==> src/rtl/core/tbes_pkg.sv <==
// Package for the timer bank with earliest select.
// Holds operation codes, sequencer states and payload widths; no dependencies.
`default_nettype none

package tbes_pkg;

  localparam int unsigned OP_W    = 3;
  localparam int unsigned IDX_W   = 3;
  localparam int unsigned DUR_W   = 16;
  localparam int unsigned REM_W   = 26;
  localparam int unsigned IN_W    = 24;
  localparam int unsigned OUT_W   = 32;
  localparam logic [REM_W-1:0] REM_MAX = {REM_W{1'b1}};

  typedef enum logic [OP_W-1:0] {
    OP_SET      = 3'd0,
    OP_KILL     = 3'd1,
    OP_KILL_ALL = 3'd2,
    OP_TICK     = 3'd3,
    OP_QUERY    = 3'd4
  } op_t;

  typedef enum logic [2:0] {
    S_IDLE,
    S_APPLY,
    S_LOAD,
    S_SCAN,
    S_LAST,
    S_DONE
  } state_t;

endpackage

`default_nettype wire

==> src/rtl/core/timer_bank_with_earliest_select.sv <==
// Timer bank with earliest select: top level, sequencer, count memory and scan unit.
// Depends on tbes_pkg.
// The scan reads, decrements and compares one count per cycle through the memory read
// port and writes decremented counts back through the separate write port. A new item
// is accepted only in the idle state, after the previous result is in the output register.
// Reset: synchronous; clears the sequencer, the output valid and all enable flags.
// Counts are not cleared; a count is always loaded by set in the same cycle as its timer is enabled.
`default_nettype none

module timer_bank_with_earliest_select
  import tbes_pkg::*;
#(
  parameter int unsigned NUM_TIMERS       = 8,
  parameter int unsigned TICKS_PER_SECOND = 1000
) (
  input  wire logic             clk,
  input  wire logic             rst,
  input  wire logic             s_tvalid,
  output logic                  s_tready,
  // operation[2:0], timer_index[5:3], duration_seconds[21:6], zero pad
  input  wire logic [IN_W-1:0]  s_tdata,
  output logic                  m_tvalid,
  input  wire logic             m_tready,
  // next_valid[0], next_timer[3:1], next_remaining[29:4],
  // indexed_enabled[30], indexed_expired[31]
  output logic [OUT_W-1:0]      m_tdata
);

  localparam int unsigned AW = (NUM_TIMERS > 1) ? $clog2(NUM_TIMERS) : 1;
  localparam int unsigned TW = $clog2(TICKS_PER_SECOND + 1);
  localparam int unsigned PW = DUR_W + TW;
  localparam logic [AW-1:0] LAST_ADDR = AW'(NUM_TIMERS - 1);

  state_t state, state_next;

  logic [OP_W-1:0]  op_q;
  logic [IDX_W-1:0] idx_q;
  logic [DUR_W-1:0] dur_q;
  logic [PW-1:0]    prod;

  logic [NUM_TIMERS-1:0] enabled;
  logic [REM_W-1:0]      mem [NUM_TIMERS];
  logic [REM_W-1:0]      rd_data;
  logic [AW-1:0]         rd_ptr;
  logic [AW-1:0]         pr_addr;
  logic                  pr_valid;

  logic             found;
  logic             done;
  logic [AW-1:0]    best;
  logic [REM_W-1:0] best_rem;
  logic             idx_zero;

  logic             wr_en;
  logic [AW-1:0]    wr_addr;
  logic [REM_W-1:0] wr_data;

  logic             idx_ok;
  logic [AW-1:0]    idx_addr;
  logic             is_set;
  logic             is_tick;
  logic             pr_en;
  logic             pr_dec;
  logic [REM_W-1:0] pr_val;
  logic [REM_W-1:0] load_val;
  logic             s_accept;
  logic             out_load;

  assign idx_ok   = 32'(idx_q) < NUM_TIMERS;
  assign idx_addr = AW'(idx_q);
  assign is_set   = (op_q == OP_SET);
  assign is_tick  = (op_q == OP_TICK);
  assign pr_en    = enabled[pr_addr];
  assign pr_dec   = is_tick && pr_en && (rd_data != '0);
  assign pr_val   = pr_dec ? (rd_data - REM_W'(1)) : rd_data;
  assign load_val = (prod > PW'(REM_MAX)) ? REM_MAX : REM_W'(prod);
  assign s_accept = s_tvalid && s_tready;

  always_comb begin
    state_next = state;
    unique case (state)
      S_IDLE:  if (s_accept) state_next = S_APPLY;
      S_APPLY: state_next = S_LOAD;
      S_LOAD:  state_next = S_SCAN;
      S_SCAN:  if (rd_ptr == LAST_ADDR) state_next = S_LAST;
      S_LAST:  state_next = S_DONE;
      S_DONE:  if (!m_tvalid || m_tready) state_next = S_IDLE;
      default: state_next = S_IDLE;
    endcase
  end

  always_comb begin
    s_tready = 1'b0;
    out_load = 1'b0;
    wr_en    = 1'b0;
    wr_addr  = pr_addr;
    wr_data  = pr_val;
    unique case (state)
      S_IDLE: s_tready = 1'b1;
      S_LOAD: begin
        wr_en   = is_set && idx_ok;
        wr_addr = idx_addr;
        wr_data = load_val;
      end
      S_SCAN, S_LAST: wr_en = pr_valid && pr_dec;
      S_DONE: out_load = !m_tvalid || m_tready;
      default: ;
    endcase
  end

  always_ff @(posedge clk) begin
    if (rst) begin
      state <= S_IDLE;
    end else begin
      state <= state_next;
    end
  end

  always_ff @(posedge clk) begin
    if (s_accept) begin
      op_q  <= s_tdata[OP_W-1:0];
      idx_q <= s_tdata[OP_W+IDX_W-1:OP_W];
      dur_q <= s_tdata[OP_W+IDX_W+DUR_W-1:OP_W+IDX_W];
    end
    if (state == S_APPLY) begin
      prod <= PW'(dur_q) * PW'(TICKS_PER_SECOND);
    end
  end

  always_ff @(posedge clk) begin
    if (rst) begin
      enabled <= '0;
    end else if (state == S_APPLY) begin
      unique case (op_q)
        OP_KILL:     if (idx_ok) enabled[idx_addr] <= 1'b0;
        OP_KILL_ALL: enabled <= '0;
        default: ;
      endcase
    end else if (state == S_LOAD && is_set && idx_ok) begin
      enabled[idx_addr] <= 1'b1;
    end
  end

  always_ff @(posedge clk) begin
    if (wr_en) begin
      mem[wr_addr] <= wr_data;
    end
    rd_data <= mem[rd_ptr];
  end

  always_ff @(posedge clk) begin
    if (rst) begin
      pr_valid <= 1'b0;
    end else begin
      pr_valid <= (state == S_SCAN);
    end
  end

  always_ff @(posedge clk) begin
    pr_addr <= rd_ptr;
    if (state == S_LOAD) begin
      rd_ptr   <= '0;
      found    <= 1'b0;
      done     <= 1'b0;
      best     <= '0;
      best_rem <= '0;
      idx_zero <= 1'b0;
    end else begin
      if (state == S_SCAN && rd_ptr != LAST_ADDR) begin
        rd_ptr <= rd_ptr + AW'(1);
      end
      if (pr_valid) begin
        if (pr_addr == idx_addr) begin
          idx_zero <= (pr_val == '0);
        end
        if (pr_en && !done) begin
          if (pr_val == '0) begin
            found    <= 1'b1;
            done     <= 1'b1;
            best     <= pr_addr;
            best_rem <= '0;
          end else if (!found || pr_val < best_rem) begin
            found    <= 1'b1;
            best     <= pr_addr;
            best_rem <= pr_val;
          end
        end
      end
    end
  end

  always_ff @(posedge clk) begin
    if (rst) begin
      m_tvalid <= 1'b0;
    end else if (out_load) begin
      m_tvalid <= 1'b1;
    end else if (m_tready) begin
      m_tvalid <= 1'b0;
    end
  end

  always_ff @(posedge clk) begin
    if (out_load) begin
      m_tdata[0]    <= found;
      m_tdata[3:1]  <= found ? 3'(best) : 3'd0;
      m_tdata[29:4] <= found ? best_rem : '0;
      m_tdata[30]   <= idx_ok && enabled[idx_addr];
      m_tdata[31]   <= idx_ok && enabled[idx_addr] && idx_zero;
    end
  end

endmodule

`default_nettype wire

==> config.mk <==
export PLATFORM = sky130hd
export DESIGN_NAME = timer_bank_with_earliest_select
export DESIGN_NICKNAME = d
export VERILOG_FILES = /design/src/rtl/core/tbes_pkg.sv /design/src/rtl/core/timer_bank_with_earliest_select.sv
export SDC_FILE = /design/constraint.sdc
export NUM_CORES = 1
export LEC_CHECK = 0
export ABC_AREA = 1
export BUFFER_PORTS_ARGS = -buffer_cell sky130_fd_sc_hd__buf_2
export CORE_MARGIN = 2
export CORE_UTILIZATION = 23
export CTS_CLUSTER_DIAMETER = 40
export DETAILED_ROUTE_END_ITERATION = 12
export PLACE_DENSITY = 0.34
export SKIP_LAST_GASP = 1
export SLEW_MARGIN = 30
export SYNTH_ARGS = -nofsm -noshare
export SYNTH_HDL_FRONTEND = slang
export SYNTH_SLANG_ARGS = --single-unit
==> constraint.sdc <==
create_clock -name clk -period 5 [get_ports clk]
set_clock_uncertainty 0.1 [all_clocks]
set_input_delay 0.75 -clock clk [delete_from_list [all_inputs] [get_ports clk]]
set_output_delay 0.75 -clock clk [all_outputs]
set_load 0.02 [all_outputs]
== Yosys cells after proc, flatten, opt, wreduce, memory -nomap -nowiden ==
Memory sizes are Yosys's and may differ from the RTL's. A register that Yosys moved wholly into a read port is not among the register bits.
Cells that the tools add are included.

* Register bits: 128
* Memory bits (writable): 208
* Input port bits: 28
* Output and inout port bits: 34
* Memories kept: 1

{| class="wikitable"
|+ Memory list
! name !! depth !! width !! rd ports !! clocked after memory_dff !! wr ports !! RTL line !! RTL
|-
| mem || 8 || 26 || 1 || 1 || 1 || timer_bank_with_earliest_select.sv:42 || <nowiki>logic [REM_W-1:0] mem [NUM_TIMERS];</nowiki>
|}

* $add $sub $neg: 2
* Multipliers: 1
* Order comparisons: 5
* Equality and inequality tests: 15
* Multiplexer cells: 30
* Bitwise operators: 3
* Reduce and logical (&&, ||, !) cells: 27

{| class="wikitable"
|+ Operator list
! operator !! number
|-
| 26-bit two-way mux || 5
|-
| 26-bit greater-than comparator (second input constant) || 1
|-
| 26-bit zero test || 1
|-
| 26-bit < comparator || 1
|-
| 26-bit nonzero test || 1
|-
| 26-bit by 1-bit subtractor with 26-bit output (second input constant) || 1
|-
| 16-bit by 7-bit multiplier with 23-bit output (second input constant) || 1
|-
| 3-bit two-way mux || 6
|-
| 3-bit one-hot mux with 6 select lines || 1
|-
| 8-bit two-way mux || 2
|-
| 8-bit one-hot mux with 2 select lines || 1
|-
| 3-bit by 2-bit == test with 1-bit output (second input constant) || 4
|-
| 1-bit two-way mux || 11
|-
| 3-bit == test (second input constant) || 3
|-
| 1-bit logical AND || 9
|-
| 3-bit AND reduction || 3
|-
| 8-bit AND || 1
|-
| 3-bit by 4-bit < comparator with 1-bit output (second input constant) || 2
|-
| 8-bit inverter || 1
|-
| 8-bit OR || 1
|-
| 1-bit binary-select mux with 3-bit select || 2
|-
| 3-bit by 1-bit == test with 1-bit output (second input constant) || 2
|-
| 3-bit zero test || 2
|-
| 2-bit != test (second input constant) || 3
|-
| 12 further kinds || 18
|}

== Longest topological paths before layout ==
Gate-level depths: netlist of the first run.

* Word-level depth: 9
* Gate-level depth with buffers: 24
* Gate-level depth less buffers: 23

== Worst setup path before layout of the first run ==
OpenSTA, ideal clock, no wires.

* Path kind: register to register
* Start point: register dur_q[0]
* End point: register prod[21], data pin
* Library setup time: 0.260 ns
* Arrival time: 4.084 ns
* Data required time: 4.640 ns
* Slack: 0.556 ns
* Stages on the path, launching flop included: 20
* Buffers on the path: 0
* Path through: edfxtp_1 > fa_1 > inv_1 > fa_1 > fa_1 > fa_1 > inv_1 > ha_1 > nand2_1 > nor2_1 > a21oi_1 > o21a_1 > o21ai_0 > nand3_1 > nand2_1 > nand2_1 > nand2_1 > nand2_1 > nand2_1 > xor2_1

* Word-level cells in the longest chain between the ends: 1

{| class="wikitable"
|+ RTL lines
! what !! RTL line !! RTL
|-
| start: declaration || timer_bank_with_earliest_select.sv:38 || <nowiki>logic [DUR_W-1:0] dur_q;</nowiki>
|-
| start signal: assignment || timer_bank_with_earliest_select.sv:123 || <nowiki>dur_q <= s_tdata[OP_W+IDX_W+DUR_W-1:OP_W+IDX_W];</nowiki>
|-
| 16-bit by 7-bit multiplier with 23-bit output || timer_bank_with_earliest_select.sv:126 || <nowiki>prod <= PW'(dur_q) * PW'(TICKS_PER_SECOND);</nowiki>
|-
| end signal: assignment || timer_bank_with_earliest_select.sv:126 ||
|-
| end: declaration || timer_bank_with_earliest_select.sv:39 || <nowiki>logic [PW-1:0] prod;</nowiki>
|}

Every way passes these cells.
A chain may end at the register's enable or synchronous reset.

== Worst setup path in the final report of the first run ==
* Start point: register dur_q[2]
* End point: register prod[22], data pin

Same word-level chain as after synthesis.

==> results.sh, run 1 <==
export IMPL_status="finished, final reports clean"
export IMPL_ctsResizeCount=0
export IMPL_grt_pass1_wl_um=80200
export IMPL_synth_top_area_share=0.472
export IMPL_vias=12800
export IMPL_synth_most_common_cell="nor2_1"
export IMPL_insertion_delay_ns=0.60
export IMPL_cp_end_kind="flip-flop"
export IMPL_crit_path_start_kind="flip-flop"
export IMPL_clk_path_buf_depth=3
export IMPL_synth_edf_count=285
export IMPL_routed_wl_um=52200
export IMPL_initial_core_util=0.233
export IMPL_die_area_sq_um=81100
export IMPL_hp_start="s_tdata[4]"
export IMPL_post_cts_buffers=0
export IMPL_syn_area_sq_um=18100
export IMPL_ctsHoldBuffers=0
export IMPL_worst_path_max_fanout=6
export IMPL_ys_ff_latch=362
export IMPL_synthFlopType="edfxtp_1"
export IMPL_period_share=0.940
export IMPL_avgRoutedWirePerCell_um=17.4
export IMPL_cp_slowest_stage_delay_ns=0.56
export IMPL_drtPass1Iterations=7
export IMPL_max_cap_violations=0
export IMPL_critical_path_arrival_ns=4.93
export IMPL_core_area_sq_um=77700
export IMPL_synth_area_leaders="edfxtp_1 (47%), dfxtp_1 (8.5%), nor2_1 (6.2%), fa_1 (6.0%), ha_1 (5.7%)"
export IMPL_synth_async_reset_ratio=0
export IMPL_clockRootBuffer="clkbuf_16"
export IMPL_grt_max_degree=58
export IMPL_hold_class="primary input to flip-flop"
export IMPL_maxSlewHeadroom=0.352
export IMPL_clk_pin_slew_ns=0.05
export IMPL_ys_types=46
export IMPL_slowest_stage="fa_1"
export IMPL_routed_via_density=4.26
export IMPL_grt_setup_unrepaired="true"
export IMPL_drtAntennaViolNets=0
export IMPL_post_dp_hpwl_um=34500
export IMPL_r2r_start="dur_q[2]"
export IMPL_fin_crit_ns=4.70
export IMPL_cts_made_buffers=67
export IMPL_gp_congestion=0.790
export IMPL_avgSynthCellArea_sq_um=10.1
export IMPL_fp_row_count=102
export IMPL_clock_sinks=362
export IMPL_utilization=0.287
export IMPL_drc_errors=0
export IMPL_grt_overflow=0
export IMPL_synth_nets=1964
export IMPL_max_freq_mhz=213
export IMPL_yosys_area_top_type="edfxtp_1"
export IMPL_htree_levels=3
export IMPL_startpoint="dur_q[2]"
export IMPL_slew_violations=0
export IMPL_boundaryPins=62
export IMPL_setup_violations=0
export IMPL_synth_seq_area_share=0.557
export IMPL_first_iter_violations=728
export IMPL_die_h_um=285
export IMPL_cts_tree="built"
export IMPL_critPathRequiredTime_ns=5.23
export IMPL_crit_chain="fa_1, inv_1, fa_1, fa_1, fa_1, inv_1, ha_1, a21oi_1, o21ai_0, nand2_1, o211ai_1, a31oi_1, o21bai_1, nand3_1, nand2_1, xor2_1"
export IMPL_rrSetupSlack_ns=0.30
export IMPL_antenna_found_initial=7
export IMPL_netlist_instances=1800
export IMPL_fin_nets=2073
export IMPL_gr_usage_all_layers=0.130
export IMPL_hold_viol=0
export IMPL_drive_above_1_share=0.131
export IMPL_tightest_slew_ns=0.961
export IMPL_crit_type="flip-flop to flip-flop"
export IMPL_area_growth_pct=22.9
export IMPL_portBuffers=59
export IMPL_antenna_cells=0
export IMPL_chipWidth_um=285
export IMPL_first_global_vias=13000
export IMPL_synthTopCellsByCount="nor2_1 (298), edfxtp_1 (285), nand2_1 (257)"
export IMPL_yosys_warnings=0
export IMPL_crit_top_cell="fa_1"
export IMPL_fin_hold_ws_ns=0.240
[sequential cells by signal, indices dropped and copies added, names as in the netlist]
register and count:
state 3, pr_addr 3, done 1, pr_valid 1, idx_addr 3, m_tvalid 1
rd_data 26, op_q 3, dur_q 16, prod 23, found 1, mem 208
m_tdata 32, best 3, best_rem 26, idx_zero 1, enabled 8, rd_ptr 3
[worst paths after layout]
check | endpoint | cells past startpoint
max | prod[22] | 16
min | idx_addr[1] | 1
max reg2reg | prod[22] | 16
min reg2reg | pr_addr[2] | 0
[cell families (layout without fill, tap and decap cells)]
| group | count (synthesis) | after routing | synth area share |
|---|---|---|---|
| AOI/OAI and AO/OA | 319 | 319 | 0.0983 |
| adders and majority gates | 136 | 136 | 0.116 |
| buffers and inverters | 296 | 459 | 0.0651 |
| xor gates and xnor gates | 42 | 42 | 0.0203 |
| and+or+nand+nor | 645 | 645 | 0.143 |
| DFF | 362 | 362 | 0.557 |
[routing by layer]
| metal | GRT usage | up-vias | share of wire |
|---|---|---|---|
| met1 | 0.177 | 6184 | 0.48 |
| met3 | 0.0234 | 81 | 0.039 |
| met4 | 0.0389 | 2 | 0.022 |
| met5 | 0 | - | 0.00025 |
| met2 | 0.209 | 235 | 0.46 |
| li1 | - | 6294 | - |
[layout make-up]
type	instances	area (sq um)
multi-input combinational	1142	6890
fill	8120	55400
clock inverter	43	624
inverter	227	855
clock buffer	80	1790
tap	1040	1300
sequential	362	10100
timing repair buffer	109	723
[metrics by stage]
| stage | setup WS, ns | area [sq um] | instances | TNS [ns] |
|---|---|---|---|---|
| final | 0.299 | 22300 | 3003 | 0 |
| after global routing | -0.0108 | 22300 | 3003 | -0.0108 |
| after CTS | 0.162 | 22300 | 3002 | 0 |
| after detailed placement | 0.171 | 19800 | 2879 | 0 |
| after global placement | 0.152 | 19800 | 2878 | 0 |
| after floorplan | 0.556 | 18100 | 1800 | 0 |
[worst max-delay path, delay by kind of cell (launching register included)]
family / cells / cell delay (ns)
AOI/OAI and AO/OA: 5 / 0.98
xor gates and xnor gates: 1 / 0.14
adders and majority gates: 5 / 2.41
buffers and inverters: 2 / 0.10
DFF: 1 / 0.50
and+or+nand+nor: 3 / 0.24
[placed cells by master (no fill, tap or decap), types with 3 or more instances in the layout]
cell type	n
a211oi_1	12
a21oi_1	79
a31oi_1	30
buf_2	59
buf_4	47
bufinv_16	13
clkbuf_1	9
clkbuf_16	69
clkinv_1	4
clkinv_2	8
clkinv_4	5
clkinv_8	3
clkinvlp_4	5
dfxtp_1	75
edfxtp_1	285
fa_1	54
ha_1	82
inv_1	221
inv_2	3
inv_4	3
inv_6	5
nand2_1	257
nand2_2	3
nand3_1	53
nand4_1	9
nor2_1	286
nor2_2	14
nor2_4	3
nor3_1	13
o21a_1	3
o21ai_0	134
o21ai_1	12
o21ai_2	7
o221ai_1	3
o22ai_1	27
xnor2_1	8
xor2_1	34
Power of run 1 is left out: the tool's default activity adds up to more than one toggle a clock period on the data nets, which glitch-free logic cannot reach.
==> inputs of run 2 (changes only) <==
--- a/config.mk
+++ b/config.mk
@@ -9,6 +9,7 @@
 export BUFFER_PORTS_ARGS = -buffer_cell sky130_fd_sc_hd__buf_2
 export CORE_MARGIN = 2
 export CORE_UTILIZATION = 23
+export CTS_BUF_LIST = sky130_fd_sc_hd__clkbuf_4
 export CTS_CLUSTER_DIAMETER = 40
 export DETAILED_ROUTE_END_ITERATION = 12
 export PLACE_DENSITY = 0.34
==> results.sh, run 2 (synthesis results as in run 1) <==
export IMPL_chipWidth_um=285
export IMPL_status="finished, final reports clean"
export IMPL_cts_made_buffers=103
export IMPL_core_area_sq_um=77700
export IMPL_crit_path_start_kind="flip-flop"
export IMPL_clock_sinks=362
export IMPL_gp_congestion=0.790
export IMPL_avgRoutedWirePerCell_um=16.8
export IMPL_largest_reg_flops=208
export IMPL_grt_pass1_wl_um=80200
export IMPL_clk_pin_slew_ns=0.06
export IMPL_drtPass1Iterations=5
export IMPL_min_path_cells=2
export IMPL_hold_viol=0
export IMPL_htree_levels=3
export IMPL_routed_via_density=4.21
export IMPL_max_cap_violations=0
export IMPL_vias=13000
export IMPL_initial_core_util=0.233
export IMPL_area_growth_pct=18.8
export IMPL_fin_crit_ns=4.70
export IMPL_antenna_found_initial=9
export IMPL_clk_path_buf_depth=3
export IMPL_first_iter_violations=671
export IMPL_boundaryPins=62
export IMPL_grt_max_degree=58
export IMPL_insertion_delay_ns=0.84
export IMPL_cp_end_kind="flip-flop"
export IMPL_fin_nets=2134
export IMPL_grt_overflow=0
export IMPL_clockRootBuffer="clkbuf_4"
export IMPL_routed_wl_um=52200
export IMPL_grt_setup_unrepaired="true"
export IMPL_utilization=0.277
export IMPL_setup_violations=0
export IMPL_post_route_cell_area_sq_um=21500
export IMPL_drc_errors=0
export IMPL_max_freq_mhz=213
export IMPL_regMostFlops="mem"
export IMPL_hold_class="primary input to flip-flop"
export IMPL_worst_path_max_fanout=6
export IMPL_reg2reg_depth=19
export IMPL_critPathRequiredTime_ns=5.42
export IMPL_tns_ns=0
export IMPL_top_regs="mem: 208 flops, m_tdata: 32 flops"
export IMPL_die_area_sq_um=81100
export IMPL_post_dp_hpwl_um=34500
export IMPL_portBuffers=59
export IMPL_maxSlewHeadroom=0.391
export IMPL_tightest_slew_ns=0.904
export IMPL_critical_path_arrival_ns=5.12
export IMPL_cts_tree="built"
export IMPL_drive_above_1_share=0.159
export IMPL_fp_row_count=102
export IMPL_fin_hold_ws_ns=0.168
export IMPL_crit_type="flip-flop to flip-flop"
export IMPL_mostFrequentLayoutCells="nor2_1 (286), edfxtp_1 (285), nand2_1 (257)"
export IMPL_first_global_vias=13300
export IMPL_die_h_um=285
export IMPL_nFillCells=8246
export IMPL_placed_area_sq_um=19800
export IMPL_gr_usage_all_layers=0.130
export IMPL_final_common_cell="nor2_1"
export IMPL_period_share=0.940
export IMPL_drtAntennaViolNets=0
export IMPL_slew_violations=0
## run 2: changes by cell type in the layout (fill, tap and decap cells not counted), sizes merged, moves of 3 or more
cell / delta
bufinv: -12
clkinvlp: -3
inv: -7
clkbuf: +90
diode: +3
dlygate4sd3: +23
## run 2: worst max-delay path: stages, from the launching register on
cell	delay, ns
edfxtp_1	0.48
fa_1	0.58
inv_1	0.06
fa_1	0.53
fa_1	0.44
fa_1	0.51
inv_1	0.04
ha_1	0.38
nand2_1	0.07
nor2_1	0.15
a21oi_1	0.12
o21a_1	0.21
o21ai_1	0.21
nand3_1	0.10
nand2_1	0.11
nand2_1	0.06
nand2_1	0.09
nand2_1	0.06
nand2_1	0.07
xor2_1	0.06
## run 2: final timing paths
| check | from | end | slack (ns) |
|---|---|---|---|
| worst min-delay path | rst | pr_valid | 0.17 |
| worst min register to register | rd_ptr[2] | pr_addr[2] | 0.29 |
| worst max register to register | dur_q[1] | prod[21] | 0.30 |
| worst max-delay path | dur_q[1] | prod[21] | 0.30 |
## run 2: per-layer routing
metal	routed length [um]	track usage	vias up
li1	-	-	6469
met1	24700	0.174	6235
met2	24100	0.209	253
met3	2480	0.0282	84
met4	896	0.0376	2
met5	13	0	-
## run 2: what timing repair did
item | in CTS | in global routing
gates resized for setup | 0 | 3
hold buffers | 23 | 0
endpoints found under the hold margin | 23 | 0
buffers inserted | 0 | 2
endpoints found under the setup margin | 0 | 4
## run 2: cell type report
type                       instances  area, sq um  area share
antenna                            3         7.51    0.000349
clock buffer                     170         1280      0.0593
clock inverter                    22          128     0.00593
inverter                         227          855      0.0397
multi-input combinational       1142         6890       0.320
sequential                       362        10100       0.469
tap                             1040         1300      0.0604
timing repair buffer             134          968      0.0450
## run 2: through the flow
step	setup slack [ns]	cells
after floorplan	0.556	1800
after global placement	0.152	2878
after detailed placement	0.171	2879
after CTS	0.0961	3094
after global routing	-0.0322	3100
final	0.302	3100
Power of run 2 is left out for the same reason.
==> inputs of run 3 (changes only) <==
--- a/config.mk
+++ b/config.mk
@@ -12,7 +12,7 @@
 export CTS_BUF_LIST = sky130_fd_sc_hd__clkbuf_4
 export CTS_CLUSTER_DIAMETER = 40
 export DETAILED_ROUTE_END_ITERATION = 12
-export PLACE_DENSITY = 0.34
+export PLACE_DENSITY = 0.48
 export SKIP_LAST_GASP = 1
 export SLEW_MARGIN = 30
 export SYNTH_ARGS = -nofsm -noshare
==> constraint.sdc (replaced) <==
create_clock -name clk -period 3.9 [get_ports clk]
set_clock_uncertainty 0.1 [all_clocks]
set_input_delay 0.585 -clock clk [delete_from_list [all_inputs] [get_ports clk]]
set_output_delay 0.585 -clock clk [all_outputs]
set_load 0.02 [all_outputs]
==> results.sh, run 3 (synthesis results as in run 1) <==
export IMPL_placedCellCount=2958
export IMPL_first_iter_violations=917
export IMPL_top_regs="mem: 208 flops, m_tdata: 32 flops"
export IMPL_slew_violations=0
export IMPL_violations="negative setup slack"
export IMPL_area_growth_pct=23.5
export IMPL_worst_path_max_fanout=4
export IMPL_cts_made_buffers=96
export IMPL_boundaryPins=62
export IMPL_die_area_sq_um=81100
export IMPL_period_share=1.09
export IMPL_grt_overflow=0
export IMPL_setup_violations=14
export IMPL_critPathRequiredTime_ns=4.34
export IMPL_mostFrequentLayoutCells="edfxtp_1 (285), nor2_1 (279), nand2_1 (253)"
export IMPL_vias=13300
export IMPL_avgRoutedWirePerCell_um=14.6
export IMPL_cp_end_kind="flip-flop"
export IMPL_gr_usage_all_layers=0.115
export IMPL_fin_nets=2216
export IMPL_max_freq_mhz=234
export IMPL_htree_levels=3
export IMPL_grt_pass1_wl_um=73800
export IMPL_regMostFlops="mem"
export IMPL_crit_path_start_kind="flip-flop"
export IMPL_chipWidth_um=285
export IMPL_portBuffers=59
export IMPL_drive_above_1_share=0.215
export IMPL_core_area_sq_um=77700
export IMPL_drc_errors=0
export IMPL_fin_hold_ws_ns=0.108
export IMPL_drtAntennaViolNets=0
export IMPL_first_global_vias=13600
export IMPL_insertion_delay_ns=0.83
export IMPL_fp_row_count=102
export IMPL_status="complete, but fails checks"
export IMPL_gp_congestion=0.842
export IMPL_routed_wl_um=46200
export IMPL_die_h_um=285
export IMPL_hold_viol=0
export IMPL_setup_slack_ns=-0.368
export IMPL_cts_tree="built"
export IMPL_clockRootBuffer="clkbuf_4"
export IMPL_max_cap_violations=0
export IMPL_post_dp_hpwl_um=31200
export IMPL_drtPass1Iterations=5
export IMPL_grt_max_degree=65
export IMPL_maxSlewHeadroom=0.397
export IMPL_antenna_found_initial=4
export IMPL_tightest_slew_ns=0.896
export IMPL_critical_path_arrival_ns=4.71
export IMPL_crit_type="flip-flop to flip-flop"
export IMPL_fin_crit_ns=4.27
export IMPL_clk_pin_slew_ns=0.07
export IMPL_grt_setup_unrepaired="true"
export IMPL_layout_cells_non_filler=3172
export IMPL_final_common_cell="edfxtp_1"
export IMPL_hold_class="primary input to flip-flop"
export IMPL_largest_reg_flops=208
export IMPL_initial_core_util=0.233
export IMPL_clk_path_buf_depth=3
export IMPL_clock_sinks=362
export IMPL_routed_via_density=4.21
## run 3: changes by cell type in the layout (fill, tap and decap cells not counted), moves of 5 or more
cell	before	now
a21oi_2	0	9
nor2_1	286	279
nor2_2	14	19
buf_4	49	132
o21ai_1	11	5
ha_1	82	70
ha_4	0	12
inv_2	3	21
clkbuf_4	170	145
a21oi_1	79	69
clkinv_2	5	10
inv_1	221	203
## run 3: worst max-delay path: stages (launching register included)
cell,delay (ns)
edfxtp_1,0.41
buf_6,0.14
fa_1,0.51
inv_2,0.04
fa_1,0.49
fa_2,0.44
fa_1,0.50
inv_2,0.05
ha_4,0.29
nand3_1,0.10
nand2_2,0.09
a21oi_2,0.04
o21a_1,0.20
o21ai_2,0.14
nand3_1,0.09
nand2_1,0.07
nand2_1,0.05
nand2_1,0.07
nand2_1,0.05
nand2_1,0.07
xor2_1,0.06
## run 3: worst paths after layout
check             startpoint         end  slack [ns]  depth (start not counted)
setup / recovery    dur_q[2]    prod[21]       -0.37                         20
hold / removal      m_tready    m_tvalid        0.11                          4
setup reg to reg    dur_q[2]    prod[21]       -0.37                         20
hold reg to reg    rd_ptr[2]  pr_addr[2]        0.29                          0
## run 3: routing by layer
layer / global-route usage / wire length (um)
met5: 0 / 0
met4: 0.0337 / 891
met1: 0.151 / 21100
met3: 0.0241 / 2280
met2: 0.189 / 21900
## run 3: stage by stage
step	instance area (sq um)	util	worst slack (ns)	TNS, ns
after detailed placement	20600	0.265	-0.493	-4.04
after floorplan	18300	-	-0.309	-1.32
after global placement	20600	0.265	-0.431	-3.72
final	22400	0.288	-0.368	-3.28
after global routing	22400	0.288	-0.550	-5.62
after CTS	22200	0.286	-0.360	-3.16
## run 3: repair_timing
item | in CTS | in global routing
endpoints found under the hold margin | 35 | 0
buffers inserted | 6 | 6
gates resized for setup | 25 | 20
pin swaps | 37 | 4
endpoints found under the setup margin | 14 | 41
hold buffers | 24 | 0
## run 3: final cells by class
cell class / instances / area, sq um
antenna: 3 / 7.51
clock buffer: 145 / 1090
clock inverter: 30 / 194
fill: 8114 / 55300
inverter: 227 / 853
multi-input combinational: 1142 / 7190
sequential: 362 / 10100
tap: 1040 / 1300
timing repair buffer: 223 / 1650
Power of run 3 is left out for the same reason.
